## config.mk

```make
export PLATFORM = sky130hd
export DESIGN_NAME = buzzer_note_queue_sequencer
export DESIGN_NICKNAME = d
export VERILOG_FILES = /design/src/bnqs_pkg.sv /design/src/bnqs_cell.sv /design/src/buzzer_note_queue_sequencer.sv
export SDC_FILE = /design/constraint.sdc
export NUM_CORES = 1
export LEC_CHECK = 0
export BUFFER_PORTS_ARGS = -buffer_cell sky130_fd_sc_hd__buf_2
export CAP_MARGIN = 5
export CELL_PAD_IN_SITES_DETAIL_PLACEMENT = 0
export CELL_PAD_IN_SITES_GLOBAL_PLACEMENT = 2
export CORE_MARGIN = 5
export CORE_UTILIZATION = 40
export CTS_CLUSTER_SIZE = 40
export DETAILED_ROUTE_END_ITERATION = 12
export HOLD_SLACK_MARGIN = 0.15
export PLACE_DENSITY = 0.89
export RECOVER_POWER = 25
export SYNTH_ARGS = -nofsm -noshare
export SYNTH_HDL_FRONTEND = slang
export SYNTH_SLANG_ARGS = --single-unit
```

## constraint.sdc

```tcl
create_clock -name clk_i -period 12.7 [get_ports clk_i]
set_input_delay 0.635 -clock clk_i [delete_from_list [all_inputs] [get_ports clk_i]]
set_output_delay 0.635 -clock clk_i [all_outputs]
set_load 0.01 [all_outputs]
```

## src/bnqs_pkg.sv

```systemverilog
// ----------------------------------------------------------------------------
// bnqs_pkg: shared types and constants of the buzzer note queue sequencer
// opcodes, note record and fixed field widths
// ----------------------------------------------------------------------------
`timescale 1ns / 1ps
`default_nettype none

package bnqs_pkg;

  localparam int unsigned HzW   = 16;
  localparam int unsigned MsW   = 16;
  localparam int unsigned GapW  = 8;
  localparam int unsigned WaitW = 4;

  // reset value of the gap register
  localparam logic [GapW-1:0] GapReset = 8'd12;

  // input tdata: note_hz, note_ms
  localparam int unsigned InDataW  = 32;
  // input tuser: op, first_of_tune
  localparam int unsigned InUserW  = 3;
  // output tdata: tone_hz, tone_ms, busy_res, waiting, zero fill
  localparam int unsigned OutDataW = 40;
  // output tuser: tone_start, tone_stop, accepted
  localparam int unsigned OutUserW = 3;

  typedef enum logic [1:0] {
    OP_TICK    = 2'd0,
    OP_TUNE    = 2'd1,
    OP_NOW     = 2'd2,
    OP_SILENCE = 2'd3
  } op_e;

  typedef struct packed {
    logic [HzW-1:0] hz;
    logic [MsW-1:0] ms;
  } note_t;

  // control of one queue cell
  typedef struct packed {
    logic shift;  // take the note of the next cell down the row
    logic load;   // take the appended note
  } cell_ctl_t;

endpackage

`default_nettype wire

```

## src/bnqs_cell.sv

```systemverilog
// ----------------------------------------------------------------------------
// bnqs_cell: one entry of the note queue
// holds a note; loads an appended note or takes its neighbor's on a pop
// ----------------------------------------------------------------------------
`timescale 1ns / 1ps
`default_nettype none

module bnqs_cell (
  input  wire                     clk_i,
  input  bnqs_pkg::cell_ctl_t     ctl_i,
  input  bnqs_pkg::note_t         load_note_i,
  input  bnqs_pkg::note_t         next_note_i,
  output bnqs_pkg::note_t         note_o
);
  import bnqs_pkg::*;

  note_t note_q;
  note_t note_d;

  always_comb begin
    note_d = note_q;
    if (ctl_i.shift) begin
      note_d = next_note_i;
    end else if (ctl_i.load) begin
      note_d = load_note_i;
    end
  end

  always_ff @(posedge clk_i) begin
    note_q <= note_d;
  end

  assign note_o = note_q;

endmodule

`default_nettype wire

```

## src/buzzer_note_queue_sequencer.sv

```systemverilog
// ----------------------------------------------------------------------------
// buzzer_note_queue_sequencer: plays a tune by queueing notes for a buzzer
// Every input beat is a one-millisecond tick, a tune note, an immediate note
// or a silence command, and every input beat gives exactly one output beat.
// A first tune note or an immediate note clears the queue and starts at once;
// later tune notes append to a row of QUEUE_DEPTH cells and are dropped with
// accepted low when the row is full. A started note issues tone_start with
// its pitch and an audible length of the slot minus gap_ms (the whole slot
// when it is not longer than the gap); a zero pitch issues tone_stop instead.
// Ticks count the slot down and start the head note of the queue when the
// slot ends; a zero-length slot ends on the next tick. The block takes one
// beat per clock: the work of a beat is done in the cycle it is accepted and
// lands in a single output register, so the input stalls only while that
// register holds a beat the consumer has not taken. The queue is a chain of
// cells that all shift one place toward the head when the head note starts.
// gap_ms sits at byte address 0 of the register port, reset value 12.
// ----------------------------------------------------------------------------
`timescale 1ns / 1ps
`default_nettype none

module buzzer_note_queue_sequencer #(
  parameter int unsigned QUEUE_DEPTH = 12
) (
  input  wire                               clk_i,
  input  wire                               rst_ni,
  // input stream
  input  wire                               s_tvalid_i,
  output logic                              s_tready_o,
  input  wire  [bnqs_pkg::InDataW-1:0]      s_tdata_i,   // note_hz, note_ms
  input  wire  [bnqs_pkg::InUserW-1:0]      s_tuser_i,   // op, first_of_tune
  // output stream
  output logic                              m_tvalid_o,
  input  wire                               m_tready_i,
  // tone_hz, tone_ms, busy_res, waiting, zero fill
  output logic [bnqs_pkg::OutDataW-1:0]     m_tdata_o,
  output logic [bnqs_pkg::OutUserW-1:0]     m_tuser_o,   // tone_start, tone_stop, accepted
  // register port
  input  wire                               psel,
  input  wire                               penable,
  input  wire                               pwrite,
  input  wire  [2:0]                        paddr,
  input  wire  [31:0]                       pwdata,
  output logic [31:0]                       prdata,
  output logic                              pready
);
  import bnqs_pkg::*;

  localparam int unsigned CntW = $clog2(QUEUE_DEPTH + 1);

  // ---------------------------------------------------------------- registers
  logic [GapW-1:0] gap_q;
  logic [CntW-1:0] count_q, count_d;
  logic [MsW-1:0]  slot_q, slot_d;
  logic            sounding_q, sounding_d;
  logic            out_valid_q;
  logic [OutDataW-1:0] out_data_q, out_data_d;
  logic [OutUserW-1:0] out_user_q, out_user_d;

  // ---------------------------------------------------------- register port
  assign pready = 1'b1;
  // only register index 0 exists; just paddr[2] is decoded, so addresses 0 to 3 read gap_ms and 4 to 7 read as zero
  assign prdata = (paddr[2] == 1'b0) ? {{(32-GapW){1'b0}}, gap_q} : 32'd0;

  always_ff @(posedge clk_i or negedge rst_ni) begin
    if (!rst_ni) begin
      gap_q <= GapReset;
    end else if (psel && penable && pwrite && pready && (paddr[2] == 1'b0)) begin
      gap_q <= pwdata[GapW-1:0];
    end
  end

  // ------------------------------------------------------------ input decode
  op_e             in_op;
  logic            in_first;
  note_t           in_note;
  logic            in_accept;

  assign in_op       = op_e'(s_tuser_i[1:0]);
  assign in_first    = s_tuser_i[2];
  assign in_note.hz  = s_tdata_i[HzW-1:0];
  assign in_note.ms  = s_tdata_i[HzW+MsW-1:HzW];
  assign s_tready_o  = !out_valid_q || m_tready_i;
  assign in_accept   = s_tvalid_i && s_tready_o;

  // --------------------------------------------------------- queue of cells
  note_t     cell_note [QUEUE_DEPTH];
  cell_ctl_t cell_ctl  [QUEUE_DEPTH];
  logic      pop;      // head note starts, the row moves one place
  logic      append;   // tune note goes to the first free cell

  for (genvar i = 0; i < QUEUE_DEPTH; i++) begin : g_cell
    note_t next_note;
    if (i == QUEUE_DEPTH - 1) begin : g_tail
      assign next_note = '0;
    end else begin : g_mid
      assign next_note = cell_note[i+1];
    end
    assign cell_ctl[i].shift = in_accept && pop;
    assign cell_ctl[i].load  = in_accept && append && (count_q == CntW'(i));

    bnqs_cell u_cell (
      .clk_i       (clk_i),
      .ctl_i       (cell_ctl[i]),
      .load_note_i (in_note),
      .next_note_i (next_note),
      .note_o      (cell_note[i])
    );
  end

  // ---------------------------------------------------------- step logic
  note_t           start_note;   // note begun by this beat
  logic            start_en;
  logic            tone_start, tone_stop, acc;
  logic [MsW-1:0]  tone_ms_w;
  logic [MsW-1:0]  gap_ext;

  assign gap_ext = {{(MsW-GapW){1'b0}}, gap_q};

  always_comb begin
    count_d    = count_q;
    slot_d     = slot_q;
    sounding_d = sounding_q;
    pop        = 1'b0;
    append     = 1'b0;
    start_en   = 1'b0;
    start_note = in_note;
    tone_stop  = 1'b0;
    acc        = 1'b1;

    case (in_op)
      OP_TICK: begin
        if (sounding_q) begin
          if (slot_q > MsW'(1)) begin
            slot_d = slot_q - MsW'(1);
          end else if (count_q != '0) begin
            pop        = 1'b1;
            count_d    = count_q - CntW'(1);
            start_en   = 1'b1;
            start_note = cell_note[0];
          end else begin
            slot_d     = '0;
            sounding_d = 1'b0;
          end
        end
      end
      OP_TUNE: begin
        if (in_first) begin
          count_d  = '0;
          start_en = 1'b1;
        end else if (count_q < CntW'(QUEUE_DEPTH)) begin
          append  = 1'b1;
          count_d = count_q + CntW'(1);
        end else begin
          acc = 1'b0;
        end
      end
      OP_NOW: begin
        count_d  = '0;
        start_en = 1'b1;
      end
      OP_SILENCE: begin
        count_d    = '0;
        sounding_d = 1'b0;
        slot_d     = '0;
        tone_stop  = 1'b1;
      end
      default: begin
        acc = 1'b1;
      end
    endcase

    // starting a note: rest pitch silences the buzzer instead of a tone
    tone_start = 1'b0;
    if (start_en) begin
      slot_d     = start_note.ms;
      sounding_d = 1'b1;
      if (start_note.hz != '0) begin
        tone_start = 1'b1;
      end else begin
        tone_stop = 1'b1;
      end
    end
  end

  // audible length, the slot minus the gap when the slot is longer
  assign tone_ms_w = (start_note.ms > gap_ext) ? (start_note.ms - gap_ext) : start_note.ms;

  always_comb begin
    out_data_d = '0;
    out_data_d[HzW-1:0]                     = tone_start ? start_note.hz : '0;
    out_data_d[HzW+MsW-1:HzW]               = tone_start ? tone_ms_w : '0;
    out_data_d[HzW+MsW]                     = sounding_d;
    out_data_d[HzW+MsW+WaitW:HzW+MsW+1]     = WaitW'(count_d);
    out_user_d = {acc, tone_stop, tone_start};
  end

  // ------------------------------------------------------ state and output
  always_ff @(posedge clk_i or negedge rst_ni) begin
    if (!rst_ni) begin
      count_q     <= '0;
      slot_q      <= '0;
      sounding_q  <= 1'b0;
      out_valid_q <= 1'b0;
    end else begin
      if (in_accept) begin
        count_q    <= count_d;
        slot_q     <= slot_d;
        sounding_q <= sounding_d;
      end
      if (in_accept) begin
        out_valid_q <= 1'b1;
      end else if (m_tready_i) begin
        out_valid_q <= 1'b0;
      end
    end
  end

  // output beat payload
  always_ff @(posedge clk_i) begin
    if (in_accept) begin
      out_data_q <= out_data_d;
      out_user_q <= out_user_d;
    end
  end

  assign m_tvalid_o = out_valid_q;
  assign m_tdata_o  = out_data_q;
  assign m_tuser_o  = out_user_q;

  // ------------------------------------------------------------- assertions
`ifndef SYNTH
  a_count_bound: assert property (@(posedge clk_i) disable iff (!rst_ni)
    count_q <= CntW'(QUEUE_DEPTH))
    else $error("queue fill beyond depth");

  a_slot_idle: assert property (@(posedge clk_i) disable iff (!rst_ni)
    !sounding_q |-> (slot_q == '0))
    else $error("slot counter running while no note sounds");

  a_start_stop: assert property (@(posedge clk_i) disable iff (!rst_ni)
    m_tvalid_o |-> !(m_tuser_o[0] && m_tuser_o[1]))
    else $error("tone start and stop in one beat");

  a_idle_tick: assert property (@(posedge clk_i) disable iff (!rst_ni)
    (in_accept && (in_op == OP_TICK) && !sounding_q) |=>
      (count_q == $past(count_q)) && !sounding_q)
    else $error("tick while idle changed the queue");
`endif

endmodule

`default_nettype wire

```

; Word-level counts from Yosys, hierarchy flattened
; Index checks and enable logic that the tools add are counted.
[op_classes]
n_bitwise = 2
order_cmp = 3
n_addsub = 4
eq_ne = 16
n_mux = 59
reduce_logical = 40
[ops]
columns = operator, count
row1 = two-way mux 32 bit, 26
row2 = two-way mux 16 bit, 5
row3 = one-hot mux 16 bit (2 select lines), 1
row4 = nonzero test 2 bit, 12
row5 = two-way mux 4 bit, 5
row6 = logical AND 1 bit, 18
row7 = two-way mux 1 bit, 18
row8 = "equality test 4 x 3 -> 1 bit, second input constant", 4
row9 = "equality test 4 bit, second input constant", 4
row10 = "greater-than comparator 16 x 1 -> 1 bit, second input constant", 1
row11 = greater-than comparator 16 x 8 -> 1 bit, 1
row12 = nonzero test 16 bit, 1
row13 = "subtractor 16 x 1 -> 16 bit, second input constant", 1
row14 = subtractor 16 x 8 -> 16 bit, 1
row15 = one-hot mux 4 bit (3 select lines), 1
row16 = "equality test 4 x 2 -> 1 bit, second input constant", 2
row17 = two-way mux 8 bit, 1
row18 = "adder 4 x 1 -> 4 bit, second input constant", 1
row19 = "equality test 2 bit, second input constant", 2
row20 = "equality test 4 x 1 -> 1 bit, second input constant", 1
row21 = zero test 4 bit, 1
row22 = "< comparator 4 bit, second input constant", 1
row23 = "!= test 4 bit, second input constant", 1
row24 = AND reduction 4 bit, 1
row25 = 12 further kinds, 14
[totals]
word_cells = 157
input_bits = 77
output_inout_bits = 78
ff_bits = 454

; Depth between registers and ports, before layout
; Gate-level depths: netlist of run 1.
[depth]
ltp_word = 8
mapped_depth = 19
mapped_depth_nobuf = 16

; By module
; From an unflattened synthesis of run 1, not the netlist that was laid out.
[unflattened]
hier_cells = 1407
area_unflattened_um2 = 23158.5
[by_module_without_submodules]
columns = mod, n_inst, cells_per_inst, area_each_um2, seq_area_each_um2
row1 = bnqs_cell, 12, 69, 1507.7, 960.9
row2 = buzzer_note_queue_sequencer, 1, 579, 5066.1, 1954.4

; Worst setup path after synthesis of run 1
; OpenSTA, ideal clock, no wires.
[synth_path]
path_kind = input port to flip-flop
start = in s_tuser_i[0] in the netlist's numbering
end = reg out_data_q[16] (netlist: m_tdata_o[16]), data pin
arrival_time_ps = 4187
setup_slack_ps = 8374
stages = 19
cell_sequence = inv_1 > ha_1 > clkbuf_1 > nand2_1 > or4_1 > buf_2 > nor2_8 > mux2i_1 > ha_1 > inv_1 > fa_1 > a21oi_1 > o211ai_1 > nor2b_1 > o21ai_0 > and2_1 > buf_6 > mux2_1 > nor2_1
[synth_between]
elab_chain_cells = 5
elab_cells_between_ends = 11
[synth_lines]
columns = item, line_no
row1 = start: declaration, buzzer_note_queue_sequencer.sv:30  ; input wire [bnqs_pkg::InUserW-1:0] s_tuser_i,
row2 = branches (longest 5 deep; another with subtractor 16 x 8 -> 16 bit), --
row3 = end signal: assignment, buzzer_note_queue_sequencer.sv:221  ; out_data_q <= out_data_d;
row4 = end: declaration, buzzer_note_queue_sequencer.sv:56  ; logic [OutDataW-1:0] out_data_q, out_data_d;
; Several ways; the timed one is not identified.
; A chain may end at the register's enable or synchronous reset.

==> implementation parameters, run 1 <==
Parameter                              Value

Status
  Result of the run ... finished, violations left
  Failing checks ... capacitance limit, slew limit

Synthesis
  Library cell with the largest summed area after synthesis ... sky130_fd_sc_hd__edfxtp_1
  Yosys Warn Count ... 0
  Most common library cells after synthesis ... 879 x sky130_fd_sc_hd__nand2_1, 392 x sky130_fd_sc_hd__edfxtp_1, 88 x sky130_fd_sc_hd__a21oi_1
  Top flip-flop cell by instance count after synthesis ... sky130_fd_sc_hd__edfxtp_1
  Sequential area share after synthesis ... 66.60%
  Area of the mapped netlist ... 0.01977 mm2
  Total of flip-flops plus latches after synthesis ... 454
  Fraction of post-synthesis cell area in the top cell type by area ... 59.55%
  Post-synthesis area per instance ... 10.40 um2
  Main area contributors after synthesis ... sky130_fd_sc_hd__edfxtp_1 60%, sky130_fd_sc_hd__nand2_1 17%, sky130_fd_sc_hd__dfrtp_1 3.5%
  Synth unique cells ... 62
  Async S/R FF share, synth ... 6.608%
  Post-synthesis cell count ... 1900
  Most common cell in the synthesized netlist ... sky130_fd_sc_hd__nand2_1
  Post-synth EDFFs ... 392

Worst hold path
  Min-Delay Path Class ... in2reg
  Worst min-delay path startpoint ... s_tvalid_i
  Hold path depth ... 2
  Worst hold path endpoint ... m_tvalid_o

Timing
  Total count of hold-check failures in the final report ... 0
  Final worst-path cycle share ... 54.06%
  Unrepaired setup endpoints after global routing ... false
  Maximum clock frequency ... 145.6 MHz
  Final Setup Violations ... 0
  Relative slew slack ... -76.25%
  Number of slew-limit violations in the final report ... 187
  Setup total negative slack ... 0 ps
  Slew of the pin with the lowest slew margin ... 2634 ps
  Min Clock Period, post-route ... 6866 ps
  Maximum clock skew at final layout ... 18.64 ps

Clocking
  TritonCTS Buffers ... 49
  Cts repair resizes ... 0
  CTS max path bufs ... 3
  Clock insertion delay at the later pin of the skew report ... 580 ps
  H-tree depth reported by CTS ... 2
  Count of clock tree sinks ... 454
  Clock-pin slew reported for the worst setup and hold paths after clock tree synthesis ... 60 ps
  CTS Root Buffer Type ... sky130_fd_sc_hd__clkbuf_16
  CTS tree ... built

Final layout
  Fraction of final layout cells with drive strength greater than 1 ... 7.938%
  Post-layout net count ... 2059
  Final instance area ... 0.02219 mm2
  Seq. cell area ... 0.01317 mm2
  Combined area of the multi-input logic cells ... 0.005964 mm2
  Area grow syn2layout ... 12.26%
  FILL cells ... 4559
  Ant diodes ... 0

Setup path
  Endpoint type of the worst setup path ... flip-flop
  Type of the worst setup path ... reg2reg
  Slack of the worst reg-to-reg path ... 5830 ps
  Launch point of the worst reg-to-reg path ... count_q[0]
  Crit path arrival time ... 7290 ps
  Launching element type of the critical path ... flip-flop
  Worst path required time ... 13130 ps
  R2R cell count ... 10
  Maximum net fanout on the critical path ... 267
  Worst r2r dst ... g_cell[1].u_cell.note_o[25]

Floorplanning
  Die height ... 232.3 um
  Boundary Pins ... 155
  Standard cell core area ... 0.04895 mm2
  Horizontal extent of the die ... 232.3 um
  Die area ... 0.05397 mm2
  Initial Utilization ... 40.38%
  Row Count ... 81

Pwr
  Peak supply drop ... 86.29 uV
  LEAKAGE ... 8.200 nW
  Power density of the placed cells ... 153.2 mW/mm2

Routing
  DRT Wirelength ... 48.72 mm
  Number of routed nets with antenna violations ... 0
  Routed len/inst ... 18.27 um
  Mean number of vias per cell ... 5.085
  Vias post-DR ... 13560
  Initial drt markers ... 1257
  DRC ... 0
  Total iterations of the first detailed-routing run ... 5

Global route
  Total GRT Usage ... 17.68%
  Initial antenna violation count ... 0
  Overflow left after global routing ... 0
  Largest net degree at the start of global routing ... 268
  Via count of the first global-routing pass ... 12620
  Global-route wire length before repair ... 74.20 mm

Place
  Global placer's final weighted congestion ... 0.8665
  Port Buf Inserts ... 100
  Placement-stage cell area ... 0.02077 mm2
  Half-perimeter wire length of the detailed placement result ... 29.42 mm

Job
  Number of max-capacitance violations reported ... 6
[sequential cells by signal, summed over array words and instances (netlist names)]
signal	cells
m_tvalid_o	1
m_tuser_o	3
count_q	4
slot_q	16
gap_q	8
m_tdata_o	37
sounding_q	1
g_cell.u_cell.note_o	384
[report_power, final]
group	internal [mW]	leakage, nW	switching, mW
logic	0.114	3.27	0.224
clock network	0.787	0.740	0.567
registers	1.67	4.19	0.0357
[timing repair]
item	in CTS	in global routing
hold buffers	1	0
endpoints found under the hold margin	28	0
setup buffers	0	0
[worst max path at each step]
| stage | startpoint | to | cells past startpoint |
|---|---|---|---|
| floorplan | s_tuser_i[0] | m_tdata_o[16] | 19 |
| global placement | s_tuser_i[0] | g_cell[2].u_cell.note_o[2] | 11 |
| detailed placement | s_tuser_i[0] | g_cell[1].u_cell.note_o[5] | 11 |
| CTS | count_q[0] | g_cell[1].u_cell.note_o[5] | 10 |
| global route | count_q[0] | g_cell[0].u_cell.note_o[9] | 10 |
| finish | count_q[0] | g_cell[1].u_cell.note_o[25] | 10 |
[logic make-up after synthesis]
kind of cell | synth area share (%)
xor gates and xnor gates | 0.4874
AOI/OAI and AO/OA | 5.165
adders and majority gates | 1.241
DFF | 66.60
muxes | 1.247
and+or+nand+nor | 21.38
buffers and inverters | 3.842
other | 0.03799
[worst max-delay path: stages, from the launching register on]
cell and delay (ps):
sky130_fd_sc_hd__dfrtp_1 490, sky130_fd_sc_hd__inv_1 150, sky130_fd_sc_hd__ha_1 300, sky130_fd_sc_hd__nor3b_1 220
sky130_fd_sc_hd__nor4_1 620, sky130_fd_sc_hd__nand2_1 640, sky130_fd_sc_hd__nor2_1 2140, sky130_fd_sc_hd__buf_4 860
sky130_fd_sc_hd__buf_12 770, sky130_fd_sc_hd__nand2_1 160, sky130_fd_sc_hd__nand2_1 110
[cell type report]
cell class                 instances  area share [%]
inverter                          20          0.3383
clock inverter                     9          0.2819
timing repair buffer             127           2.802
tap                              664           3.744
clock buffer                      82           6.631
multi-input combinational       1311           26.88
sequential                       454           59.33
[stage by stage]
step / util (%) / cells / hold slack (ps) / setup WS, ps / power [mW]
after CTS: 45.59 / 2667 / 267.1 / 7186 / 3.436
after global routing: 45.33 / 2667 / 274.3 / 5106 / 3.545
after detailed placement: 42.44 / 2575 / 446.5 / 7053 / 2.076
after floorplan: - / 1926 / 339.4 / 8374 / 1.969
after global placement: 42.44 / 2575 / 441.8 / 7107 / 2.067
final: 45.33 / 2667 / 283.8 / 5834 / 3.400
[routing by layer]
layer  wire length, um  track usage [%]  share of wire (%)
met5                 0                0                  0
met4              1122            4.653                2.3
met2             21910            27.22                 45
met1             22440            25.76                 46
met3              3246            3.656                6.7
[layout by cell type, fill, tap and decap left out, types with 3 or more instances in the layout]
cell	n
sky130_fd_sc_hd__mux2_2	9
sky130_fd_sc_hd__nor3b_1	3
sky130_fd_sc_hd__a31oi_1	6
sky130_fd_sc_hd__or3_1	5
sky130_fd_sc_hd__and4_1	3
sky130_fd_sc_hd__conb_1	28
sky130_fd_sc_hd__clkinv_1	3
sky130_fd_sc_hd__clkbuf_8	10
sky130_fd_sc_hd__clkbuf_1	83
sky130_fd_sc_hd__nor3_1	10
sky130_fd_sc_hd__dfrtp_1	28
sky130_fd_sc_hd__o21ai_0	44
sky130_fd_sc_hd__and3_1	3
sky130_fd_sc_hd__mux2i_1	12
sky130_fd_sc_hd__buf_4	17
sky130_fd_sc_hd__buf_2	47
sky130_fd_sc_hd__a21oi_1	87
sky130_fd_sc_hd__nand4_1	10
sky130_fd_sc_hd__nand2_2	8
sky130_fd_sc_hd__nor2_1	58
sky130_fd_sc_hd__a22oi_1	10
sky130_fd_sc_hd__xnor2_1	11
sky130_fd_sc_hd__nand2_1	871
sky130_fd_sc_hd__clkbuf_16	50
sky130_fd_sc_hd__ha_1	17
sky130_fd_sc_hd__or4_1	5
sky130_fd_sc_hd__clkinv_2	3
sky130_fd_sc_hd__a21o_1	5
sky130_fd_sc_hd__nor2b_1	7
sky130_fd_sc_hd__nand3_1	39
sky130_fd_sc_hd__nor4_1	16
sky130_fd_sc_hd__edfxtp_1	392
sky130_fd_sc_hd__dfxtp_1	32
sky130_fd_sc_hd__nand2b_1	6
sky130_fd_sc_hd__inv_1	19
Power figures use the tool's default switching activity.
==> run 2, diff against run 1 <==
--- a/config.mk
+++ b/config.mk
@@ -10,11 +10,11 @@
 export CELL_PAD_IN_SITES_DETAIL_PLACEMENT = 0
 export CELL_PAD_IN_SITES_GLOBAL_PLACEMENT = 2
 export CORE_MARGIN = 5
-export CORE_UTILIZATION = 40
+export CORE_UTILIZATION = 39
 export CTS_CLUSTER_SIZE = 40
 export DETAILED_ROUTE_END_ITERATION = 12
 export HOLD_SLACK_MARGIN = 0.15
-export PLACE_DENSITY = 0.89
+export PLACE_DENSITY = 0.87
 export RECOVER_POWER = 25
 export SYNTH_ARGS = -nofsm -noshare
 export SYNTH_HDL_FRONTEND = slang
==> constraint.sdc (replaced) <==
create_clock -name clk_i -period 6.35 [get_ports clk_i]
set_input_delay 0.3175 -clock clk_i [delete_from_list [all_inputs] [get_ports clk_i]]
set_output_delay 0.3175 -clock clk_i [all_outputs]
set_load 0.01 [all_outputs]
==> run 2 against run 1 <==
Compared with the run above: the run still ends with capacitance limit, slew limit left; hold slack improved by 58 ps; non-clock buffer count increased by 46; register-to-register slack got worse by 4800 ps; worst setup slack got worse by 4800 ps; cell count increased by 2.1%; die area increased by 2.5%; routed wire length increased by 1.1%.
==> implementation parameters, run 2 (synthesis gave the netlist of run 1 again) <==
Parameter                              Value

Routing
  DRT Wirelength ... 49.27 mm (+1.1%)
  Mean number of vias per cell ... 5.069 (-0.33%)
  Routed len/inst ... 18.10 um (-0.92%)
  Total iterations of the first detailed-routing run ... 6 (+1)
  Number of routed nets with antenna violations ... 0 (unchanged)
  DRC ... 0 (unchanged)
  Initial drt markers ... 1290 (+2.6%)
  Vias post-DR ... 13800 (+1.7%)

Setup path
  Endpoint type of the worst setup path ... flip-flop
  Maximum net fanout on the critical path ... 32 (-88%)
  Cells along the critical path ... inv_1 > ha_1 > nor3b_1 > nor4_1 > nand2_1 > clkbuf_1 > a21oi_4 > clkbuf_1
  Slack of the worst reg-to-reg path ... 1020 ps (-4810 ps)
  Crit path arrival time ... 5490 ps (-1800 ps)
  Launch point of the worst reg-to-reg path ... count_q[0]
  Slowest stage cell, crit path ... sky130_fd_sc_hd__clkbuf_1
  Type of the worst setup path ... reg2reg
  Most used cell along the critical path ... sky130_fd_sc_hd__clkbuf_1
  Launching element type of the critical path ... flip-flop
  Critical Path Sink ... g_cell[0].u_cell.note_o[16]
  R2R cell count ... 8 (-2)
  Worst r2r dst ... g_cell[0].u_cell.note_o[16]
  Largest stage delay, worst path ... 1670 ps (-470 ps)
  Launch point of the worst path ... count_q[0]
  Worst path required time ... 6520 ps (-6610 ps)

Timing
  Number of slew-limit violations in the final report ... 109 (-42%)
  Maximum clock skew at final layout ... 14.80 ps (-3.843 ps)
  Unrepaired setup endpoints after global routing ... false
  Setup total negative slack ... 0 ps (unchanged)
  Slew of the pin with the lowest slew margin ... 2317 ps (-317.0 ps)
  Final WS setup ... 1024 ps (-4810 ps)
  Maximum clock frequency ... 187.8 MHz (+29%)
  Final Setup Violations ... 0 (unchanged)
  Min Clock Period, post-route ... 5326 ps (-1540 ps)
  Hold Slack ... 341.8 ps (+58.01 ps)
  Total count of hold-check failures in the final report ... 0 (unchanged)
  Final worst-path cycle share ... 83.87% (+30 points)
  Relative slew slack ... -54.47% (+22 points)

Global route
  Overflow left after global routing ... 0 (unchanged)
  Global-route wire length before repair ... 76.43 mm (+3.0%)
  Largest net degree at the start of global routing ... 132 (-51%)
  Initial antenna violation count ... 0 (unchanged)
  Via count of the first global-routing pass ... 13170 (+4.4%)
  Total GRT Usage ... 17.30% (-0.39 points)

Floorplanning
  Row Count ... 82 (+1.2%)
  Die height ... 235.1 um (+1.2%)
  Standard cell core area ... 0.05017 mm2 (+2.5%)
  Die area ... 0.05529 mm2 (+2.5%)
  Horizontal extent of the die ... 235.1 um (+1.2%)
  Boundary Pins ... 155 (unchanged)
  Initial Utilization ... 39.40% (-0.98 points)

Pwr
  LEAKAGE ... 8.507 nW (+3.7%)
  Power density of the placed cells ... 307.4 mW/mm2 (+100%)
  Peak supply drop ... 184.1 uV (+110%)
  Pwr Total ... 7.010 mW (+110%)

Clocking
  H-tree depth reported by CTS ... 2 (unchanged)
  Count of clock tree sinks ... 454 (unchanged)
  CTS tree ... built
  TritonCTS Buffers ... 49 (unchanged)
  Clock-pin slew reported for the worst setup and hold paths after clock tree synthesis ... 60 ps (about the same)
  # Post-CTS Setup Buffers ... 0 (unchanged)
  CTS max path bufs ... 3 (unchanged)
  CTS Root Buffer Type ... sky130_fd_sc_hd__clkbuf_16
  Clock insertion delay at the later pin of the skew report ... 590 ps (about the same)

Final layout
  Post-layout net count ... 2105 (+2.2%)
  Commonest cells after routing, fill and taps aside ... 874 x sky130_fd_sc_hd__nand2_1, 392 x sky130_fd_sc_hd__edfxtp_1, 87 x sky130_fd_sc_hd__a21oi_1
  Final instance area ... 0.02280 mm2 (+2.8%)
  FILL cells ... 4743 (+4.0%)
  Post-layout util ... 45.45% (+0.12 points)
  Flip-flop count of the largest register, all copies and words added ... 384 (unchanged)
  Finished Layout Cells ... 2722 (+2.1%)
  Ant diodes ... 0 (unchanged)
  Fraction of final layout cells with drive strength greater than 1 ... 8.098% (+0.16 points)
  Area grow syn2layout ... 15.36%
  Most common library cell in the layout ignoring fill and taps ... sky130_fd_sc_hd__nand2_1

Place
  Placement-stage worst setup slack ... 1501 ps (-5552 ps)
  Global placer's final weighted congestion ... 0.8620 (-0.52%)
  Port Buf Inserts ... 100 (unchanged)
  Half-perimeter wire length of the detailed placement result ... 29.72 mm (+1.0%)
  Placement-stage cell area ... 0.02083 mm2 (+0.27%)
  Placed Cells incl. Taps ... 2586 (+0.43%)

Status
  Failing checks ... capacitance limit, slew limit
  Result of the run ... finished, violations left

Job
  Number of max-capacitance violations reported ... 4 (-2)

Worst hold path
  Min-Delay Path Class ... in2reg
run 2: repair_timing:
action / CTS / global route
gates resized for setup: 0 / 0
endpoints found under the hold margin: 83 / 0
hold buffers: 44 / 0
setup endpoints to repair: 0 / 0
run 2: power breakdown:
part	internal [mW]	leakage (nW)	switching [mW]
logic	0.244	3.53	0.450
clock network	1.72	0.786	1.19
registers	3.34	4.19	0.0694
run 2: how the worst min path moves through the flow:
stage	start	endpoint	slack (ps)	cells past startpoint
after floorplan	rst_ni	count_q[0]	20	0
after global placement	rst_ni	gap_q[1]	430	1
after detailed placement	rst_ni	gap_q[0]	440	1
after CTS	s_tuser_i[1]	sounding_q	300	6
after global routing	s_tuser_i[1]	sounding_q	380	6
final	s_tuser_i[1]	sounding_q	340	6
run 2: layout make-up:
type	count	area [um2]	area share [%]
clock buffer	72	1384	6.069
clock inverter	20	247.7	1.086
inverter	20	75.07	0.3292
multi-input combinational	1311	5971	26.18
sequential	454	13170	57.73
tap	672	840.8	3.687
timing repair buffer	173	1120	4.911
run 2: critical path, delay by kind of cell, from the launching register on:
kind            cells  cell delay (ps)
buf+inv             3             2570
simple gates        3             1260
flops               1              450
compound gates      1              310
fa+ha+maj           1              280
run 2: metal layers:
metal  part of all wire (%)  vias up  GRT usage [%]  wire length [um]
li1                       -     6585              -                 -
met1                     45     6729          24.44             22400
met2                     46      407          27.27             22560
met3                    6.2       76          3.245              3048
met4                    2.5        0          5.521              1255
met5                      0        -              0                 0
